$ cat src/hdl/alpd_pkg.sv
package alpd_pkg;

    // field widths
    localparam int XW    = 40;  // coordinates
    localparam int ANGW  = 16;  // heading
    localparam int IDXW  = 16;  // point index
    localparam int PATHW = 48;  // cumulative arc length
    localparam int SKW   = 26;  // distance since last kept point
    localparam int IVW   = 24;  // keep interval register

    localparam logic [IVW-1:0] INTERVAL_RST = IVW'(2000);

    // default clamp on each coordinate delta: +-(2^n - 1)
    localparam int DELTA_LIMIT_BITS = 24;

endpackage

$ cat src/hdl/arc_length_point_decimator.sv
// Channel   | Direction | Valid    | Ready    | Payload
// ----------+-----------+----------+----------+---------------------------------------------
// point in  | input     | i_valid  | o_ready  | i_x_mm i_y_mm i_heading_cdeg i_point_index
//           |           |          |          | i_last_point
// kept out  | output    | o_valid  | i_ready  | o_kept_x_mm o_kept_y_mm o_kept_heading_cdeg
//           |           |          |          | o_kept_index o_arc_length_mm o_is_final
// config    | input     | i_cfg_we | -        | i_cfg_data (keep interval, mm)
//
// Flow: one point at a time, taken in only when idle. Steps: clamped deltas, bit-serial
//   squaring, restoring square root (D + 1 root bits, D = DELTA_LIMIT_BITS, 24 at the
//   default), decide, idle. The first point of a line skips squaring and square root.
// Reset: synchronous, active low; clears the line state and sets the interval to 2000 mm.
// Stalls: a kept point sits in the output register while the next point is taken in and
//   worked on; only the decide step of a kept point waits, if the output is still full.

module arc_length_point_decimator #(
    parameter int DELTA_LIMIT_BITS = alpd_pkg::DELTA_LIMIT_BITS  // 8..30
) (
    input  logic                        i_clk,
    input  logic                        i_rst_n,

    input  logic                        i_cfg_we,
    input  logic [alpd_pkg::IVW-1:0]    i_cfg_data,

    input  logic                        i_valid,
    output logic                        o_ready,
    input  logic signed [alpd_pkg::XW-1:0]   i_x_mm,
    input  logic signed [alpd_pkg::XW-1:0]   i_y_mm,
    input  logic [alpd_pkg::ANGW-1:0]   i_heading_cdeg,
    input  logic [alpd_pkg::IDXW-1:0]   i_point_index,
    input  logic                        i_last_point,

    output logic                        o_valid,
    input  logic                        i_ready,
    output logic signed [alpd_pkg::XW-1:0]   o_kept_x_mm,
    output logic signed [alpd_pkg::XW-1:0]   o_kept_y_mm,
    output logic [alpd_pkg::ANGW-1:0]   o_kept_heading_cdeg,
    output logic [alpd_pkg::IDXW-1:0]   o_kept_index,
    output logic [alpd_pkg::PATHW-1:0]  o_arc_length_mm,
    output logic                        o_is_final
);

    localparam int D      = DELTA_LIMIT_BITS;
    localparam int XW     = alpd_pkg::XW;
    localparam int SKW    = alpd_pkg::SKW;
    localparam int PATHW  = alpd_pkg::PATHW;
    localparam int SUMW   = 2 * D + 2;           // dx^2 + dy^2 < 2^(2D+1)
    localparam int RW     = D + 1;               // root bits
    localparam int RMW    = RW + 2;              // root remainder
    localparam int SKSUMW = ((SKW > RW) ? SKW : RW) + 1;
    localparam int CNTW   = $clog2(D + 2);

    typedef enum logic [4:0] {
        S_IDLE  = 5'b00001,
        S_DELTA = 5'b00010,
        S_SQR   = 5'b00100,
        S_ROOT  = 5'b01000,
        S_DONE  = 5'b10000
    } t_state;

    t_state r_state, n_state;

    // config
    logic [alpd_pkg::IVW-1:0] r_interval;

    // line state
    logic [XW-1:0]     r_prev_x, r_prev_y;
    logic [PATHW-1:0]  r_path;
    logic [SKW-1:0]    r_since;
    logic              r_have_prev;

    // current point
    logic [XW-1:0]     r_cur_x, r_cur_y;
    logic [alpd_pkg::ANGW-1:0] r_cur_hdg;
    logic [alpd_pkg::IDXW-1:0] r_cur_idx;
    logic              r_last;

    // serial datapath
    logic [2*D-1:0]    r_mcand_x, r_mcand_y;
    logic [D-1:0]      r_mplier_x, r_mplier_y;
    logic [SUMW-1:0]   r_acc;        // sum of squares, then shifted out 2 bits a cycle
    logic [RMW-1:0]    r_rem;
    logic [RW-1:0]     r_root;
    logic [CNTW-1:0]   r_cnt;

    logic              r_o_valid;

    // |a - b| clamped to 2^D - 1
    function automatic logic [D-1:0] f_clamp_delta(input logic [XW-1:0] a,
                                                   input logic [XW-1:0] b);
        logic [XW:0] diff;
        logic [XW:0] mag;
        diff = {a[XW-1], a} - {b[XW-1], b};
        mag  = diff[XW] ? (~diff + 1'b1) : diff;
        if (|mag[XW:D]) begin
            return {D{1'b1}};
        end
        return mag[D-1:0];
    endfunction

    logic [D-1:0]       w_ax, w_ay;
    logic [SUMW-1:0]    w_acc_next;
    logic [RMW+1:0]     w_rem_sh;
    logic [RMW+1:0]     w_trial;
    logic               w_bit;
    logic [PATHW:0]     w_path_sum;
    logic [PATHW-1:0]   w_path_sat;
    logic [SKSUMW-1:0]  w_since_sum;
    logic [SKW-1:0]     w_since_sat;
    logic               w_first, w_emit, w_out_free, w_go, w_in_xfer;

    assign o_ready   = (r_state == S_IDLE);
    assign o_valid   = r_o_valid;
    assign w_in_xfer = i_valid & o_ready;

    assign w_ax = f_clamp_delta(r_cur_x, r_prev_x);
    assign w_ay = f_clamp_delta(r_cur_y, r_prev_y);

    // one shift-add step of both squares
    assign w_acc_next = r_acc
                      + (r_mplier_x[0] ? SUMW'(r_mcand_x) : '0)
                      + (r_mplier_y[0] ? SUMW'(r_mcand_y) : '0);

    // one restoring square-root step
    assign w_rem_sh = {r_rem, r_acc[SUMW-1 -: 2]};
    assign w_trial  = (RMW+2)'({r_root, 2'b01});
    assign w_bit    = (w_rem_sh >= w_trial);

    // accumulate step length and decide
    assign w_path_sum  = {1'b0, r_path} + (PATHW+1)'(r_root);
    assign w_path_sat  = w_path_sum[PATHW] ? {PATHW{1'b1}} : w_path_sum[PATHW-1:0];
    assign w_since_sum = SKSUMW'(r_since) + SKSUMW'(r_root);
    assign w_since_sat = (|w_since_sum[SKSUMW-1:SKW]) ? {SKW{1'b1}} : w_since_sum[SKW-1:0];

    assign w_first    = ~r_have_prev;
    assign w_emit     = w_first | r_last | (w_since_sat >= SKW'(r_interval));
    assign w_out_free = ~r_o_valid | i_ready;
    assign w_go       = (r_state == S_DONE) & (~w_emit | w_out_free);

    always_comb begin
        n_state = r_state;
        unique case (r_state)
            S_IDLE:  if (w_in_xfer) n_state = S_DELTA;
            S_DELTA: n_state = r_have_prev ? S_SQR : S_DONE;
            S_SQR:   if (r_cnt == CNTW'(D - 1)) n_state = S_ROOT;
            S_ROOT:  if (r_cnt == CNTW'(RW - 1)) n_state = S_DONE;
            S_DONE:  if (w_go) n_state = S_IDLE;
            default: n_state = S_IDLE;
        endcase
    end

    always_ff @(posedge i_clk) begin
        if (!i_rst_n) begin
            r_state     <= S_IDLE;
            r_interval  <= alpd_pkg::INTERVAL_RST;
            r_prev_x    <= '0;
            r_prev_y    <= '0;
            r_path      <= '0;
            r_since     <= '0;
            r_have_prev <= 1'b0;
            r_o_valid   <= 1'b0;
        end else begin
            r_state <= n_state;
            if (i_cfg_we) begin
                r_interval <= i_cfg_data;
            end
            if (w_go) begin
                r_prev_x    <= r_cur_x;
                r_prev_y    <= r_cur_y;
                r_have_prev <= ~r_last;
                r_path      <= w_first ? '0 : w_path_sat;
                r_since     <= w_emit ? '0 : w_since_sat;
            end
            if (w_go && w_emit) begin
                r_o_valid <= 1'b1;
            end else if (i_ready) begin
                r_o_valid <= 1'b0;
            end
        end
    end

    // datapath, no reset
    always_ff @(posedge i_clk) begin
        if (w_in_xfer) begin
            r_cur_x   <= i_x_mm;
            r_cur_y   <= i_y_mm;
            r_cur_hdg <= i_heading_cdeg;
            r_cur_idx <= i_point_index;
            r_last    <= i_last_point;
        end
        unique case (r_state)
            S_DELTA: begin
                r_mcand_x  <= (2*D)'(w_ax);
                r_mcand_y  <= (2*D)'(w_ay);
                r_mplier_x <= w_ax;
                r_mplier_y <= w_ay;
                r_acc      <= '0;
                r_rem      <= '0;
                r_root     <= '0;
                r_cnt      <= '0;
            end
            S_SQR: begin
                r_acc      <= w_acc_next;
                r_mcand_x  <= r_mcand_x << 1;
                r_mcand_y  <= r_mcand_y << 1;
                r_mplier_x <= r_mplier_x >> 1;
                r_mplier_y <= r_mplier_y >> 1;
                r_cnt      <= (r_cnt == CNTW'(D - 1)) ? '0 : r_cnt + 1'b1;
            end
            S_ROOT: begin
                r_acc  <= r_acc << 2;
                r_rem  <= w_bit ? RMW'(w_rem_sh - w_trial) : RMW'(w_rem_sh);
                r_root <= {r_root[RW-2:0], w_bit};
                r_cnt  <= r_cnt + 1'b1;
            end
            default: begin
            end
        endcase
        if (w_go && w_emit) begin
            o_kept_x_mm         <= r_cur_x;
            o_kept_y_mm         <= r_cur_y;
            o_kept_heading_cdeg <= r_cur_hdg;
            o_kept_index        <= r_cur_idx;
            o_arc_length_mm     <= w_first ? '0 : w_path_sat;
            o_is_final          <= r_last;
        end
    end

    // remainder of the root never exceeds twice the partial root
    a_rem_bound: assert property (@(posedge i_clk) disable iff (!i_rst_n)
        (r_state == S_ROOT) |-> (r_rem <= RMW'({r_root, 1'b0})))
        else $error("sqrt remainder out of bound");

    // a new kept point is loaded only from the decide step
    a_load_from_done: assert property (@(posedge i_clk) disable iff (!i_rst_n)
        (r_o_valid && !$past(r_o_valid)) |-> $past(r_state == S_DONE))
        else $error("output loaded outside decide step");

    // a final point closes the line
    a_final_clears: assert property (@(posedge i_clk) disable iff (!i_rst_n)
        (w_go && r_last) |=> !r_have_prev)
        else $error("line not closed after final point");

    // the first point of a line carries zero arc length
    a_first_zero: assert property (@(posedge i_clk) disable iff (!i_rst_n)
        (w_go && w_first) |=> (o_arc_length_mm == '0) && o_valid)
        else $error("first point arc length not zero");

endmodule
$ cat config.mk
export PLATFORM = sky130hd
export DESIGN_NAME = arc_length_point_decimator
export DESIGN_NICKNAME = d
export VERILOG_FILES = /design/src/hdl/alpd_pkg.sv /design/src/hdl/arc_length_point_decimator.sv
export SDC_FILE = /design/constraint.sdc
export NUM_CORES = 2
export LEC_CHECK = 0
export BUFFER_PORTS_ARGS = -buffer_cell sky130_fd_sc_hd__buf_4
export CAP_MARGIN = 20
export CORE_ASPECT_RATIO = 0.75
export CORE_MARGIN = 1
export CORE_UTILIZATION = 56
export CTS_CLUSTER_DIAMETER = 80
export DETAILED_ROUTE_END_ITERATION = 10
export GPL_TIMING_DRIVEN = 0
export PLACE_DENSITY_LB_ADDON = 0.08
export SYNTH_ARGS = -nofsm -noshare
export SYNTH_HDL_FRONTEND = slang
export SYNTH_SLANG_ARGS = --single-unit
$ cat constraint.sdc
create_clock -name i_clk -period 12.1 [get_ports i_clk]
set_input_delay 1.815 -clock i_clk [delete_from_list [all_inputs] [get_ports i_clk]]
set_output_delay 1.815 -clock i_clk [all_outputs]
set_load 0.05 [all_outputs]
# ---- Word level (Yosys, flattened, before mapping)
# Index checks and enable logic that the tools add are counted.
dict set report totals {
  input_bits 142
  register_bits 710
  output_inout_bits 163
  word_cells 102
}
dict set report op_classes {
  mux 32
  n_addsub 10
  order_cmp 2
  n_reduce_logical 8
  n_eq_ne 11
  bitwise 12
}
# cell n
set ops {}
lappend ops {{$mux W48} 4}
lappend ops {{$pmux W48 S2} 2}
lappend ops {{$pmux W50 S3} 1}
lappend ops {{$add A50 B48 Y50} 2}
lappend ops {{$mux W24} 4}
lappend ops {{$pmux W24 S2} 2}
lappend ops {{$add A41 B1 Y41 const B} 2}
lappend ops {{$mux W41} 2}
lappend ops {{$not A41 Y41} 2}
lappend ops {{$sub A40 B40 Y41} 2}
lappend ops {{$pmux W27 S2} 1}
lappend ops {{$mux W26} 2}
lappend ops {{$pmux W25 S2} 1}
lappend ops {{$add A48 B25 Y49} 1}
lappend ops {{$reduce_or A17 Y1} 2}
lappend ops {{$mux W5} 6}
lappend ops {{$ge A29 B27 Y1} 1}
lappend ops {{$add A26 B25 Y27} 1}
lappend ops {{$mux W27} 1}
lappend ops {{$sub A27 B27 Y27} 1}
lappend ops {{$ge A26 B24 Y1} 1}
lappend ops {{$pmux W5 S5} 1}
lappend ops {{$eq A5 B5 Y1 const B} 3}
lappend ops {{$pmux W5 S3} 1}
lappend ops {{other kinds (15)} 29}

# ---- Longest topological paths before layout
dict set report logic_depth {
  depth_word 9
  ltp_mapped 29
}

# ---- Worst setup path before layout
# No wires, ideal clock.
dict set report synth_path {
  path_kind {register to register}
  startpoint {reg r_root[0]}
  endpoint {reg o_arc_length_mm[0] (netlist bit), enable pin}
  required_ps 11415
  path_slack_ps -658
  stages_incl_launch_ff 26
  arrival_ps 12073
  cell_sequence {edfxtp_1 -> ha_1 -> fa_1 -> a21o_1 -> a21oi_1 -> o211ai_1 -> a31oi_1 -> a211o_1 -> nand4_1 -> and3_1 -> o221ai_1 -> clkbuf_1 -> nand2_1 -> ha_1 -> o21a_1 -> o21a_1 -> o211ai_1 -> a21oi_1 -> a2111oi_0 -> o21ai_0 -> a2111oi_0 -> a22oi_1 -> a21o_1 -> clkbuf_1 -> clkbuf_1 -> nor2_1}
}
dict set report synth_via {
  elab_chain_cells 8
}
# element line_no
set synth_lines {}
lappend synth_lines {{start: declaration} arc_length_point_decimator.sv:83} ;# logic [RW-1:0] r_root;
lappend synth_lines {{start signal: assignment} arc_length_point_decimator.sv:213} ;# r_root <= {r_root[RW-2:0], w_bit};
lappend synth_lines {{$add A26 B25 Y27 (*)} arc_length_point_decimator.sv:132} ;# assign w_since_sum = SKSUMW'(r_since) + SKSUMW'(r_root);
lappend synth_lines {{$mux W26 (*)} arc_length_point_decimator.sv:133} ;# assign w_since_sat = (|w_since_sum[SKSUMW-1:SKW]) ? {SKW{1'b1}} : w_since_sum[SKW-1:0];
lappend synth_lines {{$ge A26 B24 Y1 (*)} arc_length_point_decimator.sv:136} ;# assign w_emit = w_first | r_last | (w_since_sat >= SKW'(r_interval));
lappend synth_lines {{$or A1 B1 Y1 (*)} arc_length_point_decimator.sv:136}
lappend synth_lines {{$not A1 Y1} arc_length_point_decimator.sv:138} ;# assign w_go = (r_state == S_DONE) & (~w_emit | w_out_free);
lappend synth_lines {{$or A1 B1 Y1} arc_length_point_decimator.sv:138}
lappend synth_lines {{$and A1 B1 Y1} arc_length_point_decimator.sv:138}
lappend synth_lines {{$logic_and A1 B1 Y1 (*)} arc_length_point_decimator.sv:219} ;# if (w_go && w_emit) begin
lappend synth_lines {{end signal: assignment} arc_length_point_decimator.sv:224} ;# o_arc_length_mm <= w_first ? '0 : w_path_sat;
lappend synth_lines {{end: declaration} arc_length_point_decimator.sv:39} ;# output logic [alpd_pkg::PATHW-1:0] o_arc_length_mm,
# Every way passes the cells marked *; elsewhere a longest branch is shown, timed or not.
# A chain may end at the register's enable or synchronous reset.

# ---- Worst setup path after layout
dict set report layout_path {
  startpoint {reg r_root[0]}
  endpoint {reg o_kept_y_mm[35] (netlist bit), enable pin}
}
dict set report layout_via {
  elab_chain_cells 8
}
# element line_no
set layout_lines {}
lappend layout_lines {{$add A26 B25 Y27 (*)} arc_length_point_decimator.sv:132}
lappend layout_lines {{$mux W26 (*)} arc_length_point_decimator.sv:133}
lappend layout_lines {{$ge A26 B24 Y1 (*)} arc_length_point_decimator.sv:136}
lappend layout_lines {{$or A1 B1 Y1 (*)} arc_length_point_decimator.sv:136}
lappend layout_lines {{$not A1 Y1} arc_length_point_decimator.sv:138}
lappend layout_lines {{$or A1 B1 Y1} arc_length_point_decimator.sv:138}
lappend layout_lines {{$and A1 B1 Y1} arc_length_point_decimator.sv:138}
lappend layout_lines {{$logic_and A1 B1 Y1 (*)} arc_length_point_decimator.sv:219}
lappend layout_lines {{end signal: assignment} arc_length_point_decimator.sv:221} ;# o_kept_y_mm <= r_cur_y;
lappend layout_lines {{end: declaration} arc_length_point_decimator.sv:36} ;# output logic signed [alpd_pkg::XW-1:0] o_kept_y_mm,
# Marked as above.

==> impl_metrics.ini <==
[global_route]
gr-usage-all-layers_pct = 28.4
grt_first_pass_wirelength_um = 173000
use_met1_pct = 45.5
met2_usage_pct = 39.3
grt-ovfl-total = 0
gr-usage-met3_pct = 4.72
top_usage_layer = met1
grt_max_degree = 71
antenna_found_initial = 3
grt_pass1_vias = 30700

[placement]
portBuffers = 303
routabilityCongestion = 0.944
dpl_worst_slack_ns = 2.96
dpl_cell_area_um2 = 46100
dpl.hpwl_um = 84000

[power_and_ir_drop]
power.density_nw_per_um2 = 133
switching_share_pct = 30.5
power_w = 0.00646
clockPowerShare_pct = 34.5
power.share.combinational_pct = 22.0
irDropWorstVdd_uv = 167
p_leak_nw = 18.5
power_frac_seq_pct = 43.5
p_int_w = 0.00449
p_sw_w = 0.00197

[critical_path]
critPathSlowestCell = nor2_4
worstPathArrival_ns = 9.73
critPathMaxFanout = 33
cp-start-kind = flip-flop
worstSetupPathType = flip-flop to flip-flop
setup.worst_path.end_class = flip-flop
crit_required_ns = 12.45
slowest_delay_ns = 0.79

[synth]
synth_edf_count = 525
synth.yosys.seq_area_share_pct = 45.9
synthArstFlopShare_pct = 0
yosysWarnings = 0
synthDistinctLibCells = 108
synth_ff_type = edfxtp_1
syn_inst = 4341
syn-num-nets = 4769
synth_area_per_cell_um2 = 9.77
netlist_area_um2 = 42400
ys_ff_latch = 710

[floorplanning]
rows = 86
die_y_um = 240
core_um2 = 74100
boundaryPins = 305
initial_core_util_pct = 57.2
die_w_um = 320
dieArea_um2 = 76800

[clock_network]
clkTransAtPathRegs_ns = 0.06
cts.root.buffer_cell = clkbuf_16
cts_tree = done
cts.sink_count = 710
cts_resized = 0
cts_buffer_depth = 3
h-tree-depth = 3
numCtsBuffers = 73
hold_buffers = 0
postCtsSetupRepairBufs = 0
clock_latency_ns = 0.66

[drt]
drt-initial-drc-count = 3460
routed_via_density = 5.92
drtAntennaViolNets = 0
wl_um = 111000
wl_per_cell_um = 19.2
vias = 34100
dr.pass1.iters = 6
drc = 0

[layout]
finalInstanceArea_um2 = 48500
syn2layout_area_growth_pct = 14.4
nets = 5158
final_layout_size_suffix_gt1_share_pct = 11.9

[sta]
finalMaxSlewViolations = 0
relSlewSlack_pct = 28.6
clock_skew_ns = 0.0312
rsz0062_at_grt = no
worst_pin_slew_ns = 1.06
clock.fmax_mhz = 107
hold_viol = 0
fin_crit_sh_pct = 77.6
setup_violations = 0
layout_min_cycle_time_ns = 9.39
fin_ws_ns = 2.71

[flow_run]
max_cap_violations = 0

[outcome]
status = finished, final reports clean

[hold_path]
hold_class = flip-flop to flip-flop
==> cell families (layout without fill, tap and decap cells) <==
kind of cell / after synthesis / after routing / share of synthesized area (%)
AOI/OAI and AO/OA: 1167 / 1167 / 18.0
xor gates and xnor gates: 207 / 207 / 4.32
adders and majority gates: 286 / 286 / 9.38
buffers and inverters: 407 / 857 / 3.88
DFF: 710 / 710 / 45.9
muxes: 34 / 34 / 0.808
other: 0 / 2 / 0
and+or+nand+nor: 1530 / 1530 / 17.7
==> state kept, by name (all words and copies together), names as in the netlist, 5 cells and up <==
signal	flops
o_arc_length_mm	48
o_kept_heading_cdeg	16
o_kept_index	16
o_kept_x_mm	40
o_kept_y_mm	40
r_acc	50
r_cnt	5
r_cur_hdg	16
r_cur_idx	16
r_cur_x	40
r_cur_y	40
r_interval	24
r_mcand_x	48
r_mcand_y	48
r_mplier_x	24
r_mplier_y	24
r_path	48
r_prev_x	40
r_prev_y	40
r_rem	27
r_root	25
r_since	26
r_state	5
==> through the flow <==
stage               instances  hold WS (ns)  setup TNS (ns)  utilization, %
floorplan                4341         0.400               0               -
global placement         5612         0.400         -285.79            61.9
detailed placement       5622         0.405               0            62.2
CTS                      5758         0.414               0            65.4
global route             5761         0.423               0            65.4
finish                   5761         0.414               0            65.4
==> placed cells by master, fill, tap and decap left out, types with 174 or more instances in the layout <==
cell / synthesis / routed
and2_1: 175 / 174
a21oi_1: 382 / 382
dfxtp_1: 185 / 185
ha_1: 233 / 233
buf_4: 1 / 305
inv_1: 217 / 217
o21ai_0: 208 / 208
nand2_1: 269 / 267
nor2_1: 587 / 586
edfxtp_1: 525 / 525
==> routing by layer <==
layer | vias to the layer above | routed length [um]
li1 | 16500 | -
met1 | 16200 | 55200
met2 | 1244 | 44500
met3 | 142 | 8640
met4 | 0 | 2190
met5 | - | 0
==> synth_stat cells (all sizes together) (32+ instances only) <==
master  count  area, um^2
a21oi     422        2260
inv       217         815
ha        233        2920
edfxtp    525       15800
buf        43         277
a21o      101         758
nor3       95         531
o21ai     221        1110
and2      176        1100
xor2       93         815
nand2     269        1010
o21a       44         330
a31oi      35         219
nand4      45         300
clkbuf    147         553
mux2i      32         320
fa         53        1060
dfxtp     185        3700
a21boi     33         248
nor2b      53         332
a211oi     36         280
nor2      587        2200
xnor2     114        1020
o211ai     32         255
and3       48         300
nand3      95         485
==> layout make-up <==
class                   count  area, um^2
fillers                  6025       25600
multi-input cells        3224       21300
flip-flops and latches    710       19500
repair buffers            314        2500
clock buffers             104        2040
well taps                 968        1210
plain buffers             190         830
inverters                 217         815
clock inverters            32         300
diodes                      2        5.00
==> power groups by stage <==
stage               Clock (W)  Combinational (W)  Sequential, W
floorplan                   0            0.00102        0.00285
global placement            0            0.00136        0.00288
detailed placement          0            0.00138        0.00286
finish                0.00222            0.00142        0.00281
global route          0.00235            0.00156        0.00282
CTS                   0.00227            0.00139        0.00281
==> final timing paths <==
path                                    from               to  slack [ns]  cells after the start
worst max-delay path               r_root[0]  o_kept_y_mm[35]        2.71                     28
worst min-delay path            r_cur_idx[1]  o_kept_index[1]        0.41                      0
worst max register to register     r_root[0]  o_kept_y_mm[35]        2.71                     28
worst min register to register  r_cur_idx[1]  o_kept_index[1]        0.41                      0
==> worst max-delay path: cells and delay by family (launching register included) <==
kind	cells	cell delay, ns
buf+inv	7	2.16
simple gates	5	1.36
flops	1	0.47
compound gates	13	3.93
fa+ha+maj	3	1.07
Note: power is estimated with default switching activity, not from simulation.
